===== src/rtl/core/alert_hysteresis_carousel_core_assert.svh =====
// Assertion macros shared by the alert carousel RTL.
// Depends on i_clk and i_rst_n being present in the module that uses them.
`ifndef ALERT_HYSTERESIS_CAROUSEL_CORE_ASSERT_SVH
`define ALERT_HYSTERESIS_CAROUSEL_CORE_ASSERT_SVH
`ifndef SYNTHESIS
// Same-cycle implication, checked while out of reset.
`define AHC_ASSERT_NOW(label, ante, cons) \
    label: assert property (@(posedge i_clk) disable iff (!i_rst_n) (ante) |-> (cons)) \
        else $error("alert carousel: same-cycle check failed");
// Next-cycle implication, checked while out of reset.
`define AHC_ASSERT_NEXT(label, ante, cons) \
    label: assert property (@(posedge i_clk) disable iff (!i_rst_n) (ante) |=> (cons)) \
        else $error("alert carousel: next-cycle check failed");
`else
`define AHC_ASSERT_NOW(label, ante, cons)
`define AHC_ASSERT_NEXT(label, ante, cons)
`endif
`endif


===== src/rtl/core/ahc_pkg.sv =====
// Types, constants and helper functions for the alert carousel.
// No dependencies; used by the interfaces and every module of the block.
package ahc_pkg;

    localparam int TEMP_W  = 9;
    localparam int TIMER_W = 16;
    localparam int CFG_W   = 16;
    localparam int CFG_IDX_W = 3;
    localparam int NUM_ALERTS = 3;
    localparam int IDX_W = 2;

    // Register indexes of the configuration port.
    localparam logic [CFG_IDX_W-1:0] CFG_ENGINE_ON      = 3'd0;
    localparam logic [CFG_IDX_W-1:0] CFG_ENGINE_OFF     = 3'd1;
    localparam logic [CFG_IDX_W-1:0] CFG_BATTERY_ON     = 3'd2;
    localparam logic [CFG_IDX_W-1:0] CFG_BATTERY_OFF    = 3'd3;
    localparam logic [CFG_IDX_W-1:0] CFG_ROTATE_PERIOD  = 3'd4;

    // Register reset values.
    localparam logic signed [TEMP_W-1:0] ENGINE_ON_RST   = 9'sd105;
    localparam logic signed [TEMP_W-1:0] ENGINE_OFF_RST  = 9'sd95;
    localparam logic signed [TEMP_W-1:0] BATTERY_ON_RST  = 9'sd50;
    localparam logic signed [TEMP_W-1:0] BATTERY_OFF_RST = 9'sd45;
    localparam logic [TIMER_W-1:0]       ROTATE_RST      = 16'd3000;

    // Alert codes, which are also the ring positions of the carousel.
    localparam logic [IDX_W-1:0] ALERT_CAN     = 2'd0;
    localparam logic [IDX_W-1:0] ALERT_ENGINE  = 2'd1;
    localparam logic [IDX_W-1:0] ALERT_BATTERY = 2'd2;

    // Active alerts of one item; can sits in bit 0, matching its ring position.
    typedef struct packed {
        logic battery;
        logic engine;
        logic can;
    } t_alerts;

    // Display state handed from the carousel to the top level.
    typedef struct packed {
        logic [IDX_W-1:0] index;
        logic             phase;
    } t_disp;

    // One step round the ring CAN, engine, battery, CAN, ...
    function automatic logic [IDX_W-1:0] ring_next(input logic [IDX_W-1:0] idx);
        logic [IDX_W-1:0] res;
        res = (idx >= ALERT_BATTERY) ? ALERT_CAN : idx + 2'd1;
        return res;
    endfunction

    // Next active alert after idx; lands three steps on if none is found.
    function automatic logic [IDX_W-1:0] next_index(input logic [IDX_W-1:0] idx,
                                                    input t_alerts act);
        logic [NUM_ALERTS-1:0] vec;
        logic [IDX_W-1:0] c1;
        logic [IDX_W-1:0] c2;
        logic [IDX_W-1:0] res;
        vec = act;
        c1 = ring_next(idx);
        c2 = ring_next(c1);
        if (vec[c1]) begin
            res = c1;
        end else if (vec[c2]) begin
            res = c2;
        end else begin
            res = ring_next(c2);
        end
        return res;
    endfunction

endpackage


===== src/rtl/core/ahc_if.sv =====
// Valid/ready channel interfaces for the alert carousel's items.
// Depends on ahc_pkg for field widths.
interface ahc_in_if;
    logic                                 valid;
    logic                                 ready;
    logic                                 bus_error;
    logic signed [ahc_pkg::TEMP_W-1:0]    engine_temp;
    logic signed [ahc_pkg::TEMP_W-1:0]    battery_temp;

    modport source (output valid, bus_error, engine_temp, battery_temp, input ready);
    modport sink   (input valid, bus_error, engine_temp, battery_temp, output ready);
endinterface

interface ahc_out_if;
    logic                         valid;
    logic                         ready;
    logic                         can_alert;
    logic                         engine_alert;
    logic                         battery_alert;
    logic [1:0]                   alert_count;
    logic [ahc_pkg::IDX_W-1:0]    shown_alert;
    logic                         text_visible;

    modport source (output valid, can_alert, engine_alert, battery_alert, alert_count,
                    shown_alert, text_visible, input ready);
    modport sink   (input valid, can_alert, engine_alert, battery_alert, alert_count,
                    shown_alert, text_visible, output ready);
endinterface


===== src/rtl/core/ahc_hyst.sv =====
// Hysteresis latch for one temperature alert.
// Depends on ahc_pkg for the temperature width.
module ahc_hyst (
    input  logic                              i_clk,
    input  logic                              i_rst_n,
    input  logic                              i_en,
    input  logic signed [ahc_pkg::TEMP_W-1:0] i_temp,
    input  logic signed [ahc_pkg::TEMP_W-1:0] i_on_thr,
    input  logic signed [ahc_pkg::TEMP_W-1:0] i_off_thr,
    output logic                              o_next,
    output logic                              o_alert
);

    logic r_latched;
    logic n_latched;

    // A clear alert sets at or above the on threshold; a set one clears at or below off.
    always_comb begin
        if (r_latched) begin
            n_latched = !(i_temp <= i_off_thr);
        end else begin
            n_latched = (i_temp >= i_on_thr);
        end
    end

    // The latch moves only when an item passes through.
    always_ff @(posedge i_clk) begin
        if (!i_rst_n) begin
            r_latched <= 1'b0;
        end else if (i_en) begin
            r_latched <= n_latched;
        end
    end

    assign o_next  = n_latched;
    assign o_alert = r_latched;

endmodule


===== src/rtl/core/ahc_timer.sv =====
// Tick counter that fires when its count reaches the period and then restarts.
// Depends on ahc_pkg for the counter width.
module ahc_timer (
    input  logic                         i_clk,
    input  logic                         i_rst_n,
    input  logic                         i_en,
    input  logic [ahc_pkg::TIMER_W-1:0]  i_period,
    output logic                         o_fire
);

    logic [ahc_pkg::TIMER_W-1:0] r_elapsed;
    logic [ahc_pkg::TIMER_W-1:0] n_elapsed;
    logic [ahc_pkg::TIMER_W:0]   w_incr;

    // One extra bit so the incremented count never wraps before the compare.
    always_comb begin
        w_incr    = {1'b0, r_elapsed} + {{ahc_pkg::TIMER_W{1'b0}}, 1'b1};
        o_fire    = (w_incr >= {1'b0, i_period});
        n_elapsed = o_fire ? '0 : w_incr[ahc_pkg::TIMER_W-1:0];
    end

    always_ff @(posedge i_clk) begin
        if (!i_rst_n) begin
            r_elapsed <= '0;
        end else if (i_en) begin
            r_elapsed <= n_elapsed;
        end
    end

endmodule


===== src/rtl/core/ahc_carousel.sv =====
// Carousel of the displayed alert and the blink phase, each driven by a tick timer.
// Depends on ahc_pkg, ahc_timer and the assertion macro header.
`include "alert_hysteresis_carousel_core_assert.svh"
module ahc_carousel (
    input  logic                         i_clk,
    input  logic                         i_rst_n,
    input  logic                         i_en,
    input  ahc_pkg::t_alerts             i_alerts,
    input  logic [ahc_pkg::TIMER_W-1:0]  i_rotate_period,
    input  logic [ahc_pkg::TIMER_W-1:0]  i_blink_period,
    output ahc_pkg::t_disp               o_disp
);

    logic                        w_rotate_fire;
    logic                        w_blink_fire;
    logic [ahc_pkg::IDX_W-1:0]   r_index;
    logic [ahc_pkg::IDX_W-1:0]   n_index;
    logic                        r_phase;

    ahc_timer u_rotate_timer (
        .i_clk    (i_clk),
        .i_rst_n  (i_rst_n),
        .i_en     (i_en),
        .i_period (i_rotate_period),
        .o_fire   (w_rotate_fire)
    );

    ahc_timer u_blink_timer (
        .i_clk    (i_clk),
        .i_rst_n  (i_rst_n),
        .i_en     (i_en),
        .i_period (i_blink_period),
        .o_fire   (w_blink_fire)
    );

    // Advance to the next active alert; with none active the index stays put.
    always_comb begin
        if (w_rotate_fire && (i_alerts != '0)) begin
            n_index = ahc_pkg::next_index(r_index, i_alerts);
        end else begin
            n_index = r_index;
        end
    end

    always_ff @(posedge i_clk) begin
        if (!i_rst_n) begin
            r_index <= ahc_pkg::ALERT_CAN;
            r_phase <= 1'b1;
        end else if (i_en) begin
            r_index <= n_index;
            if (w_blink_fire) begin
                r_phase <= !r_phase;
            end
        end
    end

    assign o_disp.index = r_index;
    assign o_disp.phase = r_phase;

    // With no alert active the shown index cannot move.
    `AHC_ASSERT_NEXT(a_idle_index_held, i_en && (i_alerts == '0), r_index == $past(r_index))
    // The index only ever names one of the three alerts.
    `AHC_ASSERT_NOW(a_index_in_ring, 1'b1, r_index != 2'd3)
    // Without an item passing, neither the index nor the blink phase changes.
    `AHC_ASSERT_NEXT(a_hold_when_idle, !i_en, $stable(r_index) && $stable(r_phase))
    // After a move the new index is an alert that was active.
    `AHC_ASSERT_NEXT(a_lands_on_active, i_en && (n_index != r_index),
                     $past(i_alerts[n_index]))

endmodule


===== src/rtl/core/alert_hysteresis_carousel_core.sv =====
// Alert carousel: CAN, engine and battery alerts with hysteresis and a rotating display.
// Top level. Depends on ahc_pkg, ahc_if, ahc_hyst, ahc_carousel and the assertion header.
//
// Use: one input item per millisecond tick on i_item (bus_error, engine_temp,
// battery_temp); one result item per input item on o_result. Thresholds and
// the rotate period are written through i_cfg_we / i_cfg_index / i_cfg_data
// while the block is idle; indexes beyond the rotate period are ignored.
// An item accepted into the input register is evaluated and written to the
// result register once that register is free, and is offered on o_result
// from then on.
// Throughput: one item per cycle while the receiver does not stall; the
// hysteresis compares, the two tick counters and the carousel step are all
// resolved combinationally between the input and the result register.
// Reset (synchronous, active low) restores the register defaults, clears both
// latches, shows the CAN alert and starts with the text visible.
// If the receiver stalls, the result register holds its item and the input
// register takes one more item; i_item.ready falls only when both are full.
`include "alert_hysteresis_carousel_core_assert.svh"
module alert_hysteresis_carousel_core #(
    parameter int unsigned BLINK_HALF_TICKS = 500
) (
    input  logic                              i_clk,
    input  logic                              i_rst_n,
    ahc_in_if.sink                            i_item,
    ahc_out_if.source                         o_result,
    input  logic                              i_cfg_we,
    input  logic [ahc_pkg::CFG_IDX_W-1:0]     i_cfg_index,
    input  logic [ahc_pkg::CFG_W-1:0]         i_cfg_data
);

    // Configuration registers.
    logic signed [ahc_pkg::TEMP_W-1:0] r_engine_on;
    logic signed [ahc_pkg::TEMP_W-1:0] r_engine_off;
    logic signed [ahc_pkg::TEMP_W-1:0] r_battery_on;
    logic signed [ahc_pkg::TEMP_W-1:0] r_battery_off;
    logic [ahc_pkg::TIMER_W-1:0]       r_rotate_period;

    // Input register.
    logic                              r_s1_valid;
    logic                              r_s1_bus_error;
    logic signed [ahc_pkg::TEMP_W-1:0] r_s1_engine_temp;
    logic signed [ahc_pkg::TEMP_W-1:0] r_s1_battery_temp;

    // Result register.
    logic                              r_out_valid;
    logic                              r_out_can;
    logic [1:0]                        r_out_count;

    logic             w_out_free;
    logic             w_advance;
    logic             w_engine_next;
    logic             w_battery_next;
    logic             w_engine_alert;
    logic             w_battery_alert;
    logic [1:0]       w_count;
    ahc_pkg::t_alerts w_alerts;
    ahc_pkg::t_disp   w_disp;

    // Configuration write decode.
    always_ff @(posedge i_clk) begin
        if (!i_rst_n) begin
            r_engine_on     <= ahc_pkg::ENGINE_ON_RST;
            r_engine_off    <= ahc_pkg::ENGINE_OFF_RST;
            r_battery_on    <= ahc_pkg::BATTERY_ON_RST;
            r_battery_off   <= ahc_pkg::BATTERY_OFF_RST;
            r_rotate_period <= ahc_pkg::ROTATE_RST;
        end else if (i_cfg_we) begin
            unique case (i_cfg_index)
                ahc_pkg::CFG_ENGINE_ON:     r_engine_on     <= i_cfg_data[ahc_pkg::TEMP_W-1:0];
                ahc_pkg::CFG_ENGINE_OFF:    r_engine_off    <= i_cfg_data[ahc_pkg::TEMP_W-1:0];
                ahc_pkg::CFG_BATTERY_ON:    r_battery_on    <= i_cfg_data[ahc_pkg::TEMP_W-1:0];
                ahc_pkg::CFG_BATTERY_OFF:   r_battery_off   <= i_cfg_data[ahc_pkg::TEMP_W-1:0];
                ahc_pkg::CFG_ROTATE_PERIOD: r_rotate_period <= i_cfg_data;
                default: begin
                end
            endcase
        end
    end

    // Handshake: the result register frees up when empty or taken this cycle.
    assign w_out_free   = !r_out_valid || o_result.ready;
    assign w_advance    = r_s1_valid && w_out_free;
    assign i_item.ready = !r_s1_valid || w_out_free;

    // Input register.
    always_ff @(posedge i_clk) begin
        if (!i_rst_n) begin
            r_s1_valid <= 1'b0;
        end else if (i_item.ready) begin
            r_s1_valid <= i_item.valid;
        end
    end

    always_ff @(posedge i_clk) begin
        if (i_item.ready && i_item.valid) begin
            r_s1_bus_error    <= i_item.bus_error;
            r_s1_engine_temp  <= i_item.engine_temp;
            r_s1_battery_temp <= i_item.battery_temp;
        end
    end

    ahc_hyst u_engine_hyst (
        .i_clk     (i_clk),
        .i_rst_n   (i_rst_n),
        .i_en      (w_advance),
        .i_temp    (r_s1_engine_temp),
        .i_on_thr  (r_engine_on),
        .i_off_thr (r_engine_off),
        .o_next    (w_engine_next),
        .o_alert   (w_engine_alert)
    );

    ahc_hyst u_battery_hyst (
        .i_clk     (i_clk),
        .i_rst_n   (i_rst_n),
        .i_en      (w_advance),
        .i_temp    (r_s1_battery_temp),
        .i_on_thr  (r_battery_on),
        .i_off_thr (r_battery_off),
        .o_next    (w_battery_next),
        .o_alert   (w_battery_alert)
    );

    // This item's alerts and their count.
    always_comb begin
        w_alerts.can     = r_s1_bus_error;
        w_alerts.engine  = w_engine_next;
        w_alerts.battery = w_battery_next;
        w_count = {1'b0, w_alerts.can} + {1'b0, w_alerts.engine} + {1'b0, w_alerts.battery};
    end

    ahc_carousel u_carousel (
        .i_clk           (i_clk),
        .i_rst_n         (i_rst_n),
        .i_en            (w_advance),
        .i_alerts        (w_alerts),
        .i_rotate_period (r_rotate_period),
        .i_blink_period  (ahc_pkg::TIMER_W'(BLINK_HALF_TICKS)),
        .o_disp          (w_disp)
    );

    // Result register; the latches and carousel state load on the same edge.
    always_ff @(posedge i_clk) begin
        if (!i_rst_n) begin
            r_out_valid <= 1'b0;
        end else if (w_out_free) begin
            r_out_valid <= r_s1_valid;
        end
    end

    always_ff @(posedge i_clk) begin
        if (w_advance) begin
            r_out_can   <= r_s1_bus_error;
            r_out_count <= w_count;
        end
    end

    assign o_result.valid         = r_out_valid;
    assign o_result.can_alert     = r_out_can;
    assign o_result.engine_alert  = w_engine_alert;
    assign o_result.battery_alert = w_battery_alert;
    assign o_result.alert_count   = r_out_count;
    assign o_result.shown_alert   = w_disp.index;
    assign o_result.text_visible  = w_disp.phase;

    // Both registers full and the receiver stalled: no further item may enter.
    `AHC_ASSERT_NOW(a_full_blocks_input, r_s1_valid && r_out_valid && !o_result.ready,
                    !i_item.ready)
    // The count shown always matches the alert flags shown beside it.
    `AHC_ASSERT_NOW(a_count_matches, r_out_valid,
                    r_out_count == 2'($countones({r_out_can, w_engine_alert, w_battery_alert})))
    // An item evaluated this cycle is offered on the result channel next cycle.
    `AHC_ASSERT_NEXT(a_advance_fills_output, w_advance, r_out_valid)

endmodule


===== src/flat_wrapper.sv =====
// flat-port wrapper written by rule: the top's interface ports become plain ports
module alert_hysteresis_carousel_core_flat 
#(
    parameter int unsigned BLINK_HALF_TICKS = 500
)
  (i_clk, i_rst_n, i_cfg_we, i_cfg_index, i_cfg_data, i_item_valid, i_item_bus_error, i_item_engine_temp, i_item_battery_temp, i_item_ready, o_result_valid, o_result_can_alert, o_result_engine_alert, o_result_battery_alert, o_result_alert_count, o_result_shown_alert, o_result_text_visible, o_result_ready);
  ahc_in_if i_item_i ();
  ahc_out_if o_result_i ();
  input  logic i_clk;
  input  logic i_rst_n;
  input  logic i_cfg_we;
  input  logic [ahc_pkg::CFG_IDX_W-1:0] i_cfg_index;
  input  logic [ahc_pkg::CFG_W-1:0] i_cfg_data;
  input wire logic [$bits(i_item_i.valid)-1:0] i_item_valid;
  input wire logic [$bits(i_item_i.bus_error)-1:0] i_item_bus_error;
  input wire logic [$bits(i_item_i.engine_temp)-1:0] i_item_engine_temp;
  input wire logic [$bits(i_item_i.battery_temp)-1:0] i_item_battery_temp;
  output wire logic [$bits(i_item_i.ready)-1:0] i_item_ready;
  output wire logic [$bits(o_result_i.valid)-1:0] o_result_valid;
  output wire logic [$bits(o_result_i.can_alert)-1:0] o_result_can_alert;
  output wire logic [$bits(o_result_i.engine_alert)-1:0] o_result_engine_alert;
  output wire logic [$bits(o_result_i.battery_alert)-1:0] o_result_battery_alert;
  output wire logic [$bits(o_result_i.alert_count)-1:0] o_result_alert_count;
  output wire logic [$bits(o_result_i.shown_alert)-1:0] o_result_shown_alert;
  output wire logic [$bits(o_result_i.text_visible)-1:0] o_result_text_visible;
  input wire logic [$bits(o_result_i.ready)-1:0] o_result_ready;
  assign i_item_i.valid = i_item_valid;
  assign i_item_i.bus_error = i_item_bus_error;
  assign i_item_i.engine_temp = i_item_engine_temp;
  assign i_item_i.battery_temp = i_item_battery_temp;
  assign i_item_ready = i_item_i.ready;
  assign o_result_valid = o_result_i.valid;
  assign o_result_can_alert = o_result_i.can_alert;
  assign o_result_engine_alert = o_result_i.engine_alert;
  assign o_result_battery_alert = o_result_i.battery_alert;
  assign o_result_alert_count = o_result_i.alert_count;
  assign o_result_shown_alert = o_result_i.shown_alert;
  assign o_result_text_visible = o_result_i.text_visible;
  assign o_result_i.ready = o_result_ready;
  alert_hysteresis_carousel_core #(.BLINK_HALF_TICKS(BLINK_HALF_TICKS)) u_core (.i_clk(i_clk), .i_rst_n(i_rst_n), .i_item(i_item_i), .o_result(o_result_i), .i_cfg_we(i_cfg_we), .i_cfg_index(i_cfg_index), .i_cfg_data(i_cfg_data));
endmodule

===== config.mk =====
export PLATFORM = sky130hd
export DESIGN_NAME = alert_hysteresis_carousel_core_flat
export DESIGN_NICKNAME = d
export VERILOG_FILES = /design/src/rtl/core/ahc_pkg.sv /design/src/rtl/core/ahc_if.sv /design/src/rtl/core/ahc_hyst.sv /design/src/rtl/core/ahc_timer.sv /design/src/rtl/core/ahc_carousel.sv /design/src/rtl/core/alert_hysteresis_carousel_core.sv /design/src/flat_wrapper.sv
export VERILOG_INCLUDE_DIRS = /design/src /design/src/rtl/core
export SDC_FILE = /design/constraint.sdc
export NUM_CORES = 1
export LEC_CHECK = 0
export ABC_AREA = 1
export ABC_CLOCK_PERIOD_IN_PS = 5000
export BUFFER_PORTS_ARGS = -buffer_cell sky130_fd_sc_hd__buf_2
export CAP_MARGIN = 0
export CORE_ASPECT_RATIO = 0.5
export CORE_UTILIZATION = 58
export DETAILED_ROUTE_END_ITERATION = 8
export GPL_TIMING_DRIVEN = 0
export PLACE_DENSITY_LB_ADDON = 0.1
export SETUP_SLACK_MARGIN = 0.2
export SYNTH_ARGS = -nofsm -noshare
export SYNTH_HDL_FRONTEND = slang
export SYNTH_SLANG_ARGS = --single-unit
export TNS_END_PERCENT = 10

===== constraint.sdc =====
create_clock -name i_clk -period 5 [get_ports i_clk]
set_input_delay 1.25 -clock i_clk [delete_from_list [all_inputs] [get_ports i_clk]]
set_output_delay 1.25 -clock i_clk [all_outputs]
set_load 0.1 [all_outputs]

==> flow_summary.yaml <==
synth:
  synth.top_cell.area_share: 0.288
  portion_of_the_post_synthesis_area_used_by_sequential_elements: 0.392
  synth.lib_cells_used.distinct: 40
  yosysTopAreaCell: "sky130_fd_sc_hd__dfxtp_1"
  mappedNetlistNets: 914
  ys_async_sr_fraction: 0
  synthesis.area_um2: 6330
  synth.avg_cell_area_um2: 7.77
  synth-edff-count: 22
  ys_ff_latch: 113
  synth_top_flop_cell: "sky130_fd_sc_hd__dfxtp_1"
  yosysWarningCount: 0
  post_synth_main_area_contributors: "sky130_fd_sc_hd__dfxtp_1, sky130_fd_sc_hd__ha_1, sky130_fd_sc_hd__edfxtp_1, sky130_fd_sc_hd__nand2_1, sky130_fd_sc_hd__inv_1"
  synthCells: 815
sta:
  period_needed_ps: 3250
  finalSetupViolCount: 0
  max_freq_mhz: 307
  skew_ps: 11.0
  fin_hold_ws_ps: 455
  hold_violations: 0
  worst_margin_slew_ps: 1040
  fin_setup_tns_ps: 0
  max_slew_vio_count: 0
  maxSlewHeadroom: 0.303
  finalCritPeriodShare: 0.651
  setup_repair_after_global_routing_missed_its_margin: "no"
clocking:
  cts_setup_buffers: 0
  h-tree-depth: 4
  cts-resized-gates: 0
  worstSkewPairLatency_ps: 420
  tritoncts: "yes"
  cts-root-buf: "sky130_fd_sc_hd__clkbuf_16"
  cts.sinks: 113
  cts_inserted_buffers: 17
  worst_setup_hold_path_clk_slew_ps: 60
  clock_path_buffers: 2
  ctsHoldBuffers: 0
global_routing:
  grt_first_pass_wirelength_um: 23400
  first_global_vias: 5062
  grt_util_all_layers: 0.272
  maximum_number_of_pins_on_one_net_before_global_route_repair: 20
  globalRouteOverflowTotal: 0
  grt_antenna_before_repair: 0
floorplanning:
  io_pins: 53
  fp.dieH_um: 75.9
  floorplan.initialDensity: 0.608
  dieArea_um2: 11400
  coreArea_um2: 10400
  floorplan.die.width_um: 150
  rows: 26
detailed_routing:
  antenna_left: 0
  post_drt_wl_per_cell_um: 13.8
  dr_total_vias: 5518
  first_iter_violations: 265
  drcViolationCount: 0
  wl_um: 14400
  drtPass1Iterations: 5
  viasPerCell: 5.32
setup_path:
  critPathLaunchType: "flip-flop"
  worst_reg_to_reg_setup_slack_ps: 1750
  critical-path-slowest-cell: "sky130_fd_sc_hd__dfxtp_1"
  r2r_start: "u_core.u_carousel.u_rotate_timer.r_elapsed[0]$_SDFFE_PN0P_"
  sort_of_element_at_the_end_of_the_critical_path: "flip-flop"
  worst-endpoint-required_ps: 5340
  criticalPathCategory: "reg2reg"
  worst-r2r-cell-count: 17
  critPathMostFrequentCell: "sky130_fd_sc_hd__nand3_2"
  cp_slowest_stage_delay_ps: 400
  arrival_ps: 3600
  critical_path_buf_inv_count: 2
  r2r_end: "u_core.u_carousel.u_rotate_timer.r_elapsed[10]$_SDFFE_PN0P_"
  cp_cell_sequence: "ha_1 -> nand3_2 -> nor2_4 -> inv_1 -> nor3_1 -> nand3_1 -> xor2_1 -> ha_1 -> a21oi_1 -> nand3b_2 -> nand3_2 -> nor2_2 -> nand3_2 -> nor2_4 -> buf_12 -> nand2_2 -> a21oi_2"
  critPathTopFamily: "simple AND/OR/NAND/NOR gates"
  path_max_fanout: 10
finish:
  area_delta_synth_final_pct: 16.3
  count_of_antenna_diodes_in_the_layout: 0
  final-instance-count-excl-fill: 1038
  net_count_reported_at_finish: 984
  post_route_cells_drive_above_1_share: 0.148
  design_area_um2: 7360
power_and_ir_drop:
  static-leakage-power_nw: 3.36
  vdd_drop_max_uv: 219
  pwr_density_cell_nw_per_um2: 334
place:
  detailedPlacementHpwl_um: 10600
  postPlaceCellArea_um2: 6760
  dpl.cell_count: 1006
  portBuffers: 51
  gp_congestion: 0.891
hold_path:
  min_to: "u_core.r_battery_off[7]$_SDFFE_PN0P_"
  type_of_the_most_critical_hold_path: "reg2reg"
  holdPathStages: 2
  worst_hold_startpoint: "u_core.r_battery_off[7]$_SDFFE_PN0P_"
flow_run:
  maxCapViolCount: 0
run_status:
  outcome: "completed"
state kept, by name, summed over array words and instances, names as in the netlist, 2 cells and up:
register and count:
u_core.o_result.alert_count 2, u_core.r_s1_engine_temp 9, u_core.r_battery_off 9, u_core.r_engine_on 9, u_core.u_carousel.u_blink_timer.r_elapsed 16, u_core.r_rotate_period 16, u_core.u_carousel.r_index 2, u_core.r_s1_battery_temp 9
u_core.u_carousel.u_rotate_timer.r_elapsed 16, u_core.r_engine_off 9, u_core.r_battery_on 9
power breakdown:
| group | switching [W] | internal (W) | total (W) | leakage (nW) |
|---|---|---|---|---|
| registers | 0.0000152 | 0.000962 | 0.000978 | 0.953 |
| clock network | 0.000448 | 0.000797 | 0.00125 | 0.294 |
| logic | 0.000163 | 0.0000763 | 0.000239 | 2.11 |
worst reg2reg max path, stage by stage (launching register included):
cell,delay [ps]
sky130_fd_sc_hd__dfxtp_1,400
sky130_fd_sc_hd__ha_1,220
sky130_fd_sc_hd__nand3_2,140
sky130_fd_sc_hd__nor2_4,180
sky130_fd_sc_hd__inv_1,70
sky130_fd_sc_hd__nor3_1,280
sky130_fd_sc_hd__nand3_1,130
sky130_fd_sc_hd__xor2_1,290
sky130_fd_sc_hd__ha_1,310
sky130_fd_sc_hd__a21oi_1,140
sky130_fd_sc_hd__nand3b_2,140
sky130_fd_sc_hd__nand3_2,90
sky130_fd_sc_hd__nor2_2,100
sky130_fd_sc_hd__nand3_2,130
sky130_fd_sc_hd__nor2_4,220
sky130_fd_sc_hd__buf_12,180
sky130_fd_sc_hd__nand2_2,60
sky130_fd_sc_hd__a21oi_2,110
per-layer routing:
| metal | vias to the layer above | share of wire | track usage | wire [µm] |
|---|---|---|---|---|
| met1 | 2524 | 0.47 | 0.340 | 6810 |
| met5 | - | 0 | 0 | 0 |
| li1 | 2817 | - | - | - |
| met4 | 0 | 0.016 | 0.0864 | 228 |
| met3 | 32 | 0.052 | 0.0581 | 740 |
| met2 | 145 | 0.46 | 0.481 | 6580 |
how the worst max path moves through the flow:
stage	start	endpoint	slack, ps	cells past startpoint
floorplan	o_result_ready	i_item_ready	1690	2
global placement	i_cfg_index[0]	u_core.r_rotate_period[2]$_SDFFE_PN0P_	1710	8
detailed placement	i_cfg_index[0]	u_core.r_rotate_period[2]$_SDFFE_PN0P_	1740	8
CTS	u_core.u_carousel.u_rotate_timer.r_elapsed[0]$_SDFFE_PN0P_	u_core.u_carousel.u_rotate_timer.r_elapsed[14]$_SDFFE_PN0P_	1760	17
global route	u_core.u_carousel.u_rotate_timer.r_elapsed[0]$_SDFFE_PN0P_	u_core.u_carousel.u_rotate_timer.r_elapsed[14]$_SDFFE_PN0P_	1490	17
finish	u_core.u_carousel.u_rotate_timer.r_elapsed[0]$_SDFFE_PN0P_	u_core.u_carousel.u_rotate_timer.r_elapsed[10]$_SDFFE_PN0P_	1750	17
Yosys cell counts, types with 2 or more instances:
cell type and instances:
sky130_fd_sc_hd__a21oi_1 70, sky130_fd_sc_hd__nand3b_1 3, sky130_fd_sc_hd__nand3_1 25, sky130_fd_sc_hd__nor3_1 18, sky130_fd_sc_hd__o211ai_1 19, sky130_fd_sc_hd__nand4_2 2
sky130_fd_sc_hd__xor2_1 21, sky130_fd_sc_hd__nand2_2 12, sky130_fd_sc_hd__buf_1 3, sky130_fd_sc_hd__or2_2 2, sky130_fd_sc_hd__inv_2 2, sky130_fd_sc_hd__buf_4 2
sky130_fd_sc_hd__edfxtp_1 22, sky130_fd_sc_hd__clkbuf_1 13, sky130_fd_sc_hd__nor2_1 47, sky130_fd_sc_hd__nor3_2 2, sky130_fd_sc_hd__nor2_4 4, sky130_fd_sc_hd__nand3_2 5
sky130_fd_sc_hd__nor2_2 4, sky130_fd_sc_hd__o21ai_0 39, sky130_fd_sc_hd__nand2_1 166, sky130_fd_sc_hd__ha_1 55, sky130_fd_sc_hd__nand4_1 28, sky130_fd_sc_hd__dfxtp_1 91
sky130_fd_sc_hd__inv_1 135, sky130_fd_sc_hd__a21oi_2 11
metrics by stage:
stage	total power [W]	utilization	setup slack, ps
after floorplan	0.00116	-	1690
after global placement	0.00122	0.650	1710
after detailed placement	0.00123	0.650	1740
after CTS	0.00247	0.707	1760
after global routing	0.00255	0.707	1490
final	0.00246	0.707	1750
logic make-up after synthesis:
logic type,Yosys count,synth area share
AO/OA/AOI/OAI,143,0.129
buffers and inverters,158,0.0984
adder cells (fa/ha/maj),56,0.112
flip-flops,113,0.392
XOR/XNOR,22,0.0304
AND/OR/NAND/NOR,323,0.238
layout make-up:
cell class	instances	area, µm²
Buffer	21	109
Fill cell	843	3050
Tap cell	140	175
Clock buffer	19	443
Multi-Input combinational cell	544	3230
Inverter	137	514
Clock inverter	13	160
Sequential cell	113	2480
Timing Repair Buffer	51	255
placed cells by master (no fill, tap or decap), types with 3 or more instances in the layout:
master and count:
sky130_fd_sc_hd__nor2_1 47, sky130_fd_sc_hd__nand2_2 12, sky130_fd_sc_hd__nor2_4 4, sky130_fd_sc_hd__nand3b_1 3, sky130_fd_sc_hd__nand2_1 166, sky130_fd_sc_hd__clkinv_2 4, sky130_fd_sc_hd__xor2_1 21, sky130_fd_sc_hd__buf_1 3
sky130_fd_sc_hd__ha_1 55, sky130_fd_sc_hd__dfxtp_1 91, sky130_fd_sc_hd__inv_6 3, sky130_fd_sc_hd__o211ai_1 19, sky130_fd_sc_hd__nand4_1 28, sky130_fd_sc_hd__inv_1 135, sky130_fd_sc_hd__nor3_1 18, sky130_fd_sc_hd__o21ai_0 39
sky130_fd_sc_hd__clkbuf_16 17, sky130_fd_sc_hd__edfxtp_1 22, sky130_fd_sc_hd__nor2_2 4, sky130_fd_sc_hd__clkbuf_1 14, sky130_fd_sc_hd__nand3_1 25, sky130_fd_sc_hd__buf_2 52, sky130_fd_sc_hd__bufinv_16 3, sky130_fd_sc_hd__a21oi_1 70
sky130_fd_sc_hd__a21oi_2 11, sky130_fd_sc_hd__nand3_2 5
No activity file was read; power rests on OpenSTA's default activity.
